<file path="config.mk">
export PLATFORM = sky130hd
export DESIGN_NAME = midpoint_line_rasterizer
export DESIGN_NICKNAME = d
export VERILOG_FILES = /design/src/hw/rtl/mlr_pkg.sv /design/src/hw/rtl/mlr_datapath.sv /design/src/hw/rtl/midpoint_line_rasterizer.sv
export SDC_FILE = /design/constraint.sdc
export NUM_CORES = 1
export LEC_CHECK = 0
export BUFFER_PORTS_ARGS = -buffer_cell sky130_fd_sc_hd__buf_2
export CAP_MARGIN = 25
export CORE_UTILIZATION = 35
export CTS_BUF_LIST = sky130_fd_sc_hd__clkbuf_4 sky130_fd_sc_hd__clkbuf_8
export DETAILED_ROUTE_END_ITERATION = 16
export PLACE_DENSITY = 0.61
export SLEW_MARGIN = 20
export SYNTH_ARGS = -nofsm -noshare
export SYNTH_HDL_FRONTEND = slang
export SYNTH_HIERARCHICAL = 1
export SYNTH_SLANG_ARGS = --single-unit
</file>
<file path="constraint.sdc">
create_clock -name clk -period 2.7 [get_ports clk]
set_input_delay 0.135 -clock clk [delete_from_list [all_inputs] [get_ports clk]]
set_output_delay 0.135 -clock clk [all_outputs]
set_load 0.01 [all_outputs]
</file>
<file path="src/hw/rtl/mlr_pkg.sv">
// mlr_pkg: shared types, widths and the microcode table of the midpoint line rasterizer
// used by mlr_datapath and midpoint_line_rasterizer; depends on nothing else
package mlr_pkg;

	localparam int COORD_BITS  = 6;
	localparam int DEC_BITS    = COORD_BITS + 3;
	localparam int IN_TDATA_W  = ((4 * COORD_BITS + 7) / 8) * 8;
	localparam int OUT_TDATA_W = ((2 * COORD_BITS + 7) / 8) * 8;

	typedef logic [COORD_BITS-1:0] coord_t;
	typedef logic signed [DEC_BITS-1:0] dec_t;

	typedef enum logic [1:0] {
		STEP_LOAD,
		STEP_DIFF,
		STEP_INIT,
		STEP_EMIT
	} step_t;

	typedef enum logic [1:0] {
		COND_NEVER,
		COND_ALWAYS,
		COND_LAST,
		COND_NOT_LAST
	} cond_t;

	typedef struct packed {
		logic  in_ready;
		logic  out_valid;
		logic  load;
		logic  diff;
		logic  init;
		logic  adv;
		cond_t cond;
		step_t target;
	} ctrl_word_t;

	typedef struct packed {
		logic load_en;
		logic diff_en;
		logic init_en;
		logic adv_en;
	} dp_ctrl_t;

	typedef struct packed {
		logic last;
	} dp_stat_t;

	// program: load a request, form deltas, seed decision, emit until last
	// falling through the emit step wraps back to the load step
	function automatic ctrl_word_t ucode_rom(step_t s);
		ctrl_word_t w;
		w = '0;
		unique case (s)
			STEP_LOAD: begin
				w.in_ready = 1'b1;
				w.load     = 1'b1;
				w.cond     = COND_NEVER;
				w.target   = STEP_LOAD;
			end
			STEP_DIFF: begin
				w.diff   = 1'b1;
				w.cond   = COND_NEVER;
				w.target = STEP_LOAD;
			end
			STEP_INIT: begin
				w.init   = 1'b1;
				w.cond   = COND_NEVER;
				w.target = STEP_LOAD;
			end
			STEP_EMIT: begin
				w.out_valid = 1'b1;
				w.adv       = 1'b1;
				w.cond      = COND_NOT_LAST;
				w.target    = STEP_EMIT;
			end
			default: begin
				w = '0;
			end
		endcase
		return w;
	endfunction

endpackage

</file>
<file path="src/hw/rtl/mlr_datapath.sv">
// mlr_datapath: coordinate, delta and decision registers of the line rasterizer
// driven by control enables from the sequencer; depends on mlr_pkg
module mlr_datapath (
	input  logic                clk,
	input  logic                arst_n,
	input  mlr_pkg::dp_ctrl_t   ctrl,
	input  mlr_pkg::coord_t     x_start,
	input  mlr_pkg::coord_t     y_start,
	input  mlr_pkg::coord_t     x_end,
	input  mlr_pkg::coord_t     y_end,
	output mlr_pkg::coord_t     pixel_x,
	output mlr_pkg::coord_t     pixel_y,
	output mlr_pkg::dp_stat_t   stat
);

	mlr_pkg::coord_t cur_x_q, cur_y_q, end_x_q, end_y_q;
	mlr_pkg::coord_t adx_q, ady_q, remaining_q;
	mlr_pkg::dec_t   decision_q, inc_straight_q, inc_diagonal_q;
	logic            dir_x_neg_q, dir_y_neg_q, y_major_q;

	mlr_pkg::coord_t major, minor, next_x, next_y, step_x, step_y;
	mlr_pkg::dec_t   minor2, major2, major_ext;
	logic            straight;

	always_comb begin
		major     = y_major_q ? ady_q : adx_q;
		minor     = y_major_q ? adx_q : ady_q;
		minor2    = mlr_pkg::dec_t'(minor) <<< 1;
		major_ext = mlr_pkg::dec_t'(major);
		major2    = major_ext <<< 1;
		straight  = decision_q[mlr_pkg::DEC_BITS-1] || (decision_q == '0);
		step_x    = dir_x_neg_q ? (cur_x_q - mlr_pkg::coord_t'(1))
		                        : (cur_x_q + mlr_pkg::coord_t'(1));
		step_y    = dir_y_neg_q ? (cur_y_q - mlr_pkg::coord_t'(1))
		                        : (cur_y_q + mlr_pkg::coord_t'(1));
		// major axis always advances, minor only on a diagonal step
		next_x    = (!y_major_q || !straight) ? step_x : cur_x_q;
		next_y    = (y_major_q || !straight) ? step_y : cur_y_q;
	end

	always_ff @(posedge clk or negedge arst_n) begin
		if (!arst_n) begin
			cur_x_q        <= '0;
			cur_y_q        <= '0;
			end_x_q        <= '0;
			end_y_q        <= '0;
			adx_q          <= '0;
			ady_q          <= '0;
			remaining_q    <= '0;
			decision_q     <= '0;
			inc_straight_q <= '0;
			inc_diagonal_q <= '0;
			dir_x_neg_q    <= 1'b0;
			dir_y_neg_q    <= 1'b0;
			y_major_q      <= 1'b0;
		end else begin
			if (ctrl.load_en) begin
				cur_x_q <= x_start;
				cur_y_q <= y_start;
				end_x_q <= x_end;
				end_y_q <= y_end;
			end
			if (ctrl.diff_en) begin
				dir_x_neg_q <= end_x_q < cur_x_q;
				dir_y_neg_q <= end_y_q < cur_y_q;
				adx_q       <= (end_x_q < cur_x_q) ? (cur_x_q - end_x_q) : (end_x_q - cur_x_q);
				ady_q       <= (end_y_q < cur_y_q) ? (cur_y_q - end_y_q) : (end_y_q - cur_y_q);
			end
			if (ctrl.init_en) begin
				// y_major was settled in the diff step
				decision_q     <= minor2 - major_ext;
				inc_straight_q <= minor2;
				inc_diagonal_q <= minor2 - major2;
				remaining_q    <= major;
			end
			if (ctrl.diff_en) begin
				y_major_q <= ((end_y_q < cur_y_q) ? (cur_y_q - end_y_q) : (end_y_q - cur_y_q))
				           > ((end_x_q < cur_x_q) ? (cur_x_q - end_x_q) : (end_x_q - cur_x_q));
			end
			if (ctrl.adv_en) begin
				decision_q  <= decision_q + (straight ? inc_straight_q : inc_diagonal_q);
				cur_x_q     <= next_x;
				cur_y_q     <= next_y;
				remaining_q <= remaining_q - mlr_pkg::coord_t'(1);
			end
		end
	end

	assign pixel_x   = cur_x_q;
	assign pixel_y   = cur_y_q;
	assign stat.last = (remaining_q == '0);

endmodule

</file>
<file path="src/hw/rtl/midpoint_line_rasterizer.sv">
// midpoint_line_rasterizer: top level, microcoded sequencer around mlr_datapath
// depends on mlr_pkg and mlr_datapath
//
// usage:
// the slave channel takes one line request per word: start and end pixel
// coordinates. the master channel returns every pixel of the line in order
// from start to end, one word per pixel, with tlast on the end point.
// a line gives max(|dx|,|dy|)+1 pixel words; a zero-length line gives one.
// timing: a request is taken in the load step, then the diff step forms the
// deltas and the init step seeds the decision term, so the first pixel is
// valid in the emit step that follows. after that one pixel leaves per cycle
// while tready is high, and the sequencer is back in the load step in the
// cycle after the last pixel is taken; a line has 64 pixels at most.
// the order is set by the four-step microcode program, one request at a time.
// reset puts the step counter on the load step with tvalid low.
// a stalled receiver holds the current pixel on tdata and the program
// in the emit step until the word is taken.
module midpoint_line_rasterizer (
	input  logic                                clk,
	input  logic                                arst_n,
	input  logic                                s_tvalid,
	output logic                                s_tready,
	// x_start, y_start, x_end, y_end
	input  logic [mlr_pkg::IN_TDATA_W-1:0]      s_tdata,
	output logic                                m_tvalid,
	input  logic                                m_tready,
	// pixel_x, pixel_y, zero pad
	output logic [mlr_pkg::OUT_TDATA_W-1:0]     m_tdata,
	output logic                                m_tlast
);

	localparam int CB = mlr_pkg::COORD_BITS;

	mlr_pkg::step_t      step_q, step_next;
	mlr_pkg::ctrl_word_t uw;
	mlr_pkg::dp_ctrl_t   dp_ctrl;
	mlr_pkg::dp_stat_t   dp_stat;
	mlr_pkg::coord_t     pixel_x, pixel_y;
	logic                hold, cond_met;

	always_ff @(posedge clk or negedge arst_n) begin
		if (!arst_n) begin
			step_q <= mlr_pkg::STEP_LOAD;
		end else begin
			step_q <= step_next;
		end
	end

	always_comb begin
		uw   = mlr_pkg::ucode_rom(step_q);
		hold = (uw.in_ready && !s_tvalid) || (uw.out_valid && !m_tready);
		unique case (uw.cond)
			mlr_pkg::COND_NEVER:    cond_met = 1'b0;
			mlr_pkg::COND_ALWAYS:   cond_met = 1'b1;
			mlr_pkg::COND_LAST:     cond_met = dp_stat.last;
			mlr_pkg::COND_NOT_LAST: cond_met = !dp_stat.last;
			default:                cond_met = 1'b0;
		endcase
		priority if (hold) begin
			step_next = step_q;
		end else if (cond_met) begin
			step_next = uw.target;
		end else begin
			step_next = mlr_pkg::step_t'(step_q + 2'd1);
		end
		dp_ctrl.load_en = uw.load && s_tvalid;
		dp_ctrl.diff_en = uw.diff;
		dp_ctrl.init_en = uw.init;
		dp_ctrl.adv_en  = uw.adv && m_tready && !dp_stat.last;
	end

	mlr_datapath u_dp (
		.clk     (clk),
		.arst_n  (arst_n),
		.ctrl    (dp_ctrl),
		.x_start (s_tdata[CB-1:0]),
		.y_start (s_tdata[2*CB-1:CB]),
		.x_end   (s_tdata[3*CB-1:2*CB]),
		.y_end   (s_tdata[4*CB-1:3*CB]),
		.pixel_x (pixel_x),
		.pixel_y (pixel_y),
		.stat    (dp_stat)
	);

	assign s_tready = uw.in_ready;
	assign m_tvalid = uw.out_valid;
	assign m_tdata  = mlr_pkg::OUT_TDATA_W'({pixel_y, pixel_x});
	assign m_tlast  = dp_stat.last;

endmodule
</file>
=== Yosys cells after proc, flatten, opt, wreduce, memory -nomap -nowiden ===
Index checks and enable logic that the tools add are counted.

* Add/sub/neg operators: 13
* Order comparisons: 3
* Eq/ne operators: 8
* Mux-type cells: 24
* Reductions and logical operators: 23

{| class="wikitable"
|+ Operators by type and width
! cell !! number
|-
| 6-bit two-way mux || 14
|-
| 9-bit two-way mux || 3
|-
| 6-bit subtractor || 4
|-
| 6-bit by 1-bit subtractor with 6-bit output (second input constant) || 3
|-
| 6-bit by 1-bit adder with 6-bit output (second input constant) || 2
|-
| 6-bit less-than comparator || 2
|-
| 9-bit adder || 1
|-
| 9-bit logical NOT || 1
|-
| 2-bit == test (second input constant) || 4
|-
| 4-bit case mux with 2 select lines || 1
|-
| 7-bit by 6-bit subtractor with 8-bit output || 1
|-
| 7-bit by 7-bit subtractor with 8-bit output || 1
|-
| 6-bit > comparator || 1
|-
| 6-bit logical NOT || 1
|-
| 1-bit logical AND || 5
|-
| 1-bit logical NOT || 5
|-
| 2-bit by 1-bit == test with 1-bit output (second input constant) || 2
|-
| 2-bit logical NOT || 2
|-
| 1-bit logical OR || 4
|-
| 1-bit two-way mux || 4
|-
| 2-bit by 1-bit != test with 1-bit output (second input constant) || 2
|-
| 1-bit case mux with 4 select lines || 1
|-
| 2-bit AND reduction || 2
|-
| 2-bit nonzero test || 2
|-
| other kinds (3) || 3
|}

* Register bits: 71
* Input port bits: 28
* Output and inout bits: 19
* Logic and storage cells: 85

=== Logic depth before layout (Yosys ltp) ===
* Word-level depth: 6
* Gate-level depth with buffers: 15
* Gate-level depth less buffers: 15

=== Hierarchy ===
The synthesis kept the hierarchy.

{| class="wikitable"
|+ By module, submodules not included
! module !! times used !! cells each !! area each (µm²) !! seq. area each (µm²)
|-
| mlr_datapath || 1 || 567 || 5170.0 || 1676.6
|-
| midpoint_line_rasterizer || 1 || 30 || 295.3 || 50.0
|}

=== Worst setup path before layout ===
No wires, ideal clock.

* Path type: register -> register
* From: reg u_dp.cur_y_q[0], in the netlist u_dp/pixel_y[0]
* To: reg u_dp.y_major_q
* Library setup time: 0.133 ns
* Arrival time: 2.793 ns
* Data required time: 2.567 ns
* Slack: -0.227 ns
* Stages on the path, launching flop included: 15
* Path buffers: 1
* Clock period less this slack: 2.927 ns
* Cell sequence: dfrtp_1 -> ha_1 -> fa_1 -> and3b_1 -> nor2_1 -> o21a_1 -> buf_6 -> mux2i_1 -> ha_1 -> nor2b_1 -> o21a_1 -> o21ai_0 -> a21oi_1 -> a211oi_1 -> o22ai_1

* Word-level cells in the longest chain between the ends: 3
* Elaborated cells on any way between the ends: 5
* Classes of those cells: add/sub: 2; order compare: 2; mux: 1

{| class="wikitable"
|+ Ends and longest elaborated chain
! what !! RTL line !! text
|-
| start, declared || mlr_datapath.sv:16 || <nowiki>mlr_pkg::coord_t cur_x_q, cur_y_q, end_x_q, end_y_q;</nowiki>
|-
| start signal, assigned || mlr_datapath.sv:59 || <nowiki>cur_y_q <= y_start;</nowiki>
|-
| start signal, assigned || mlr_datapath.sv:83 || <nowiki>cur_y_q <= next_y;</nowiki>
|-
| 6-bit subtractor or 6-bit less-than comparator (tied branches) || mlr_datapath.sv:77 || <nowiki>y_major_q <= ((end_y_q < cur_y_q) ? (cur_y_q - end_y_q) : (end_y_q - cur_y_q))</nowiki>
|-
| 6-bit two-way mux (*) || mlr_datapath.sv:77 ||
|-
| 6-bit > comparator (*) || mlr_datapath.sv:78 || <nowiki>> ((end_x_q < cur_x_q) ? (cur_x_q - end_x_q) : (end_x_q - cur_x_q));</nowiki>
|-
| end signal, assigned || mlr_datapath.sv:77 ||
|-
| end, declared || mlr_datapath.sv:19 || <nowiki>logic dir_x_neg_q, dir_y_neg_q, y_major_q;</nowiki>
|}

Every way passes the cells marked *; elsewhere a longest branch is shown, timed or not.
A chain may end at the register's enable or synchronous reset.

=== Final worst setup path ===
Ends and elaborated chain as after synthesis.

==> flow_summary_export.csv <==
group,metric,value,unit
drt,viasPerCell,5.095,
logic_synthesis,synth_edf_count,0,
logic_synthesis,syn_area,5465,µm²
placed_design,routabilityCongestion,0.8340,
worst_setup_path,critPathRequiredTime,2.94,ns
worst_setup_path,start_kind,"flip-flop",
timing,worstMarginPinSlew,0.6179,ns
placed_design,pre_cts_ws,-0.2695,ns
global_routing,gr-usage-met2,0.3125,
cts,cts_tree,"yes",
worst_setup_path,crit_fanout,4,
timing,hold_viol,0,
floorplanning,die_height,127.0,µm
layout,seqCellArea,1729,µm²
global_routing,use_met3,0.02995,
cts,clk_path_buf_depth,2,
global_routing,track_usage,0.1789,
timing,slew_viol_final,0,
global_routing,grt-ovfl-total,0,
logic_synthesis,avgSynthCellArea,9.155,µm²
logic_synthesis,ys_seq_area_frac,0.3159,
worst_setup_path,crit_type,"flip-flop to flip-flop",
drt,final_antenna_net_count,0,
drt,routedWlPerCell,14.71,µm
layout,drive_gt1_frac,0.2643,
worst_setup_path,arrival,3.09,ns
global_routing,grt_util_met1,0.2260,
floorplanning,io_pins,47,
layout,diodes,0,
cts,clock-sinks,69,
drt,vias,4621,
placed_design,dpl.cell_count,871,
cts,path_clk_slew,0.09,ns
layout,final_core_util,0.4505,
logic_synthesis,ys_warn_count,6,
global_routing,grt_pass1_wl,23020,µm
drt,drc,0,
cts,cts-buffers-inserted,9,
floorplanning,dieArea,16120,µm²
layout,area_growth,25.30,%
drt,initialDrtViolationCount,176,
layout,multi_input_area,3556,µm²
layout,final_cells,907,
timing,fin_skew,0.01555,ns
global_routing,antenna_found_initial,0,
logic_synthesis,ys_ff_latch,69,
placed_design,numPortBuffers,42,
drt,drt_pass1_iterations,5,
cts,h-tree-depth,3,
logic_synthesis,ys.flop_type,"dfrtp_1",
floorplanning,rows,45,
layout,fillCellCount,1477,
cts,clk_latency,0.36,ns
timing,fin_hold_ws,0.008029,ns
timing,timing.final.crit_share,1.058,
min_path,holdCritPathClass,"input port to flip-flop",
timing,slew-limit-headroom,0.5880,
layout,fin_nets,812,
logic_synthesis,synthDistinctLibCells,53,
timing,rsz0062_at_grt,"yes",
timing,layout_setup_ws,-0.1565,ns
drt,routed_wirelength,13340,µm
cts,clockRootBuffer,"clkbuf_8",
timing,post-route-min-period,2.857,ns
floorplanning,placeableCoreArea,15200,µm²
timing,fmax,350.1,MHz
floorplanning,die_w,127.0,µm
placed_design,dp_hpwl,10380,µm
global_routing,grt_max_degree,46,
logic_synthesis,synthCells,597,
outcome,violations,"negative setup slack",
worst_setup_path,crit_path_end_kind,"flip-flop",
timing,setup_viol,1,
floorplanning,start_util,0.3595,
logic_synthesis,synth_async_sr_flop_share,1.000,
outcome,status,"finished with violations",
run,drv_cap,0,
global_routing,grt-busiest-layer,"met2",
global_routing,grt_pass1_vias,4799,
==> worst max-delay path: stages, from the launching register on <==
cell      delay (ns)
dfrtp_2         0.43
ha_4            0.17
fa_2            0.34
and3b_2         0.27
nor2_2          0.05
o21a_2          0.23
mux2i_2         0.22
ha_1            0.27
nor2b_1         0.13
o21a_1          0.16
o21ai_1         0.12
a21oi_1         0.08
a211oi_1        0.18
o22ai_1         0.09
==> final timing paths <==
kind | startpoint | endpoint | slack (ns) | cells past startpoint
worst min register to register | u_dp/inc_diagonal_q[5]$_DFFE_PN0P_ | u_dp/inc_diagonal_q[5]$_DFFE_PN0P_ | 0.51 | 1
worst max register to register | u_dp/pixel_y[0]$_DFFE_PN0P_ | u_dp/y_major_q$_DFFE_PN0P_ | -0.16 | 13
worst min-delay path | s_tdata[17] | u_dp/end_x_q[5]$_DFFE_PN0P_ | 0.008 | 2
worst max-delay path | u_dp/pixel_y[0]$_DFFE_PN0P_ | u_dp/y_major_q$_DFFE_PN0P_ | -0.16 | 13
max in group asynchronous | arst_n | u_dp/decision_q[0]$_DFFE_PN0P_ | 1.71 | 3
min in group asynchronous | arst_n | u_dp/inc_diagonal_q[1]$_DFFE_PN0P_ | 0.33 | 2
==> timing repair <==
item                                    in CTS  in global routing
setup buffers                                6                  4
endpoints found under the hold margin       33                  0
gates resized for setup                     12                 12
hold buffers                                10                  0
endpoints found under the setup margin       5                  6
pin swaps                                    9                  7
==> flip-flops by register name, indices dropped and copies added, names as in the netlist <==
register	count
u_dp/remaining_q	6
step_q	2
u_dp/end_y_q	6
u_dp/inc_diagonal_q	7
u_dp/adx_q	6
u_dp/decision_q	9
u_dp/ady_q	6
u_dp/end_x_q	6
u_dp/inc_straight_q	6
u_dp/y_major_q	1
u_dp/pixel_x	6
u_dp/dir_y_neg_q	1
u_dp/dir_x_neg_q	1
u_dp/pixel_y	6
==> routing by layer <==
layer	wire (µm)	vias to the layer above
met5	0	-
met4	246	0
met3	391	24
met2	6460	78
met1	6243	2234
li1	-	2285
==> cell type report <==
class | count | share of cell area
inverter | 51 | 0.02796
multi-input combinational | 455 | 0.5193
tap | 188 | 0.03435
clock inverter | 6 | 0.01626
sequential | 69 | 0.2525
clock buffer | 10 | 0.01919
timing repair buffer | 128 | 0.1305
==> cell usage after synthesis, drive strengths merged (6+ instances only) <==
cell | instances | share of area
or3 | 6 | 0.0069
xor2 | 12 | 0.019
nand2b | 11 | 0.013
buf | 10 | 0.012
mux2 | 18 | 0.037
nor3 | 7 | 0.0082
nand2 | 63 | 0.043
a21o | 13 | 0.018
ha | 61 | 0.14
a21oi | 37 | 0.036
inv | 51 | 0.035
nor2 | 25 | 0.017
nor2b | 14 | 0.018
clkbuf | 15 | 0.010
fa | 9 | 0.033
o21ai | 56 | 0.051
mux2i | 32 | 0.059
xnor2 | 19 | 0.030
dfrtp | 69 | 0.32
o21a | 9 | 0.012
a211oi | 10 | 0.015
==> through the flow <==
step	setup TNS, ns	area, µm²
2_1_floorplan	-0.1054	5517
3_3_place_gp	-0.2946	6345
5_1_grt	-0.5711	6848
6_report	-0.1565	6848
4_1_cts	-0.1743	6775
3_5_place_dp	-0.5907	6345
==> kinds of logic (layout without fill, tap and decap cells) <==
| kind of cell | Yosys count | count (layout) | synth area share |
|---|---|---|---|
| flops | 69 | 69 | 0.3159 |
| compound gates | 154 | 154 | 0.1733 |
| simple gates | 146 | 146 | 0.1344 |
| xor+xnor | 31 | 31 | 0.04968 |
| other cells | 1 | 4 | 0.0006862 |
| mux | 50 | 50 | 0.09570 |
| fa+ha+maj | 70 | 70 | 0.1726 |
| buf+inv | 76 | 195 | 0.05769 |
==> cells in the final DEF (no fill, tap or decap), drive strengths merged, types with 3 or more instances in the layout <==
master and n:
mux2i 32, o21a 9, nand2 63, fa 9
nor2 25, nor3 7, a21o 13, o21ai 56
nand3b 4, nor4 3, o31ai 3, xnor2 19
ha 61, a21oi 37, o21bai 3, a31o 3
mux2 18, and2 5, a211oi 10, dlygate4sd3 10
nand2b 11, clkbuf 10, bufinv 3, nor2b 14
xor2 12, inv 51, a221oi 5, buf 118
o211ai 5, or3 6, conb 4, dfrtp 69
a31oi 5
Power is left out: the tool's default activity adds up to more than one toggle a clock period on the data nets, which glitch-free logic cannot reach.
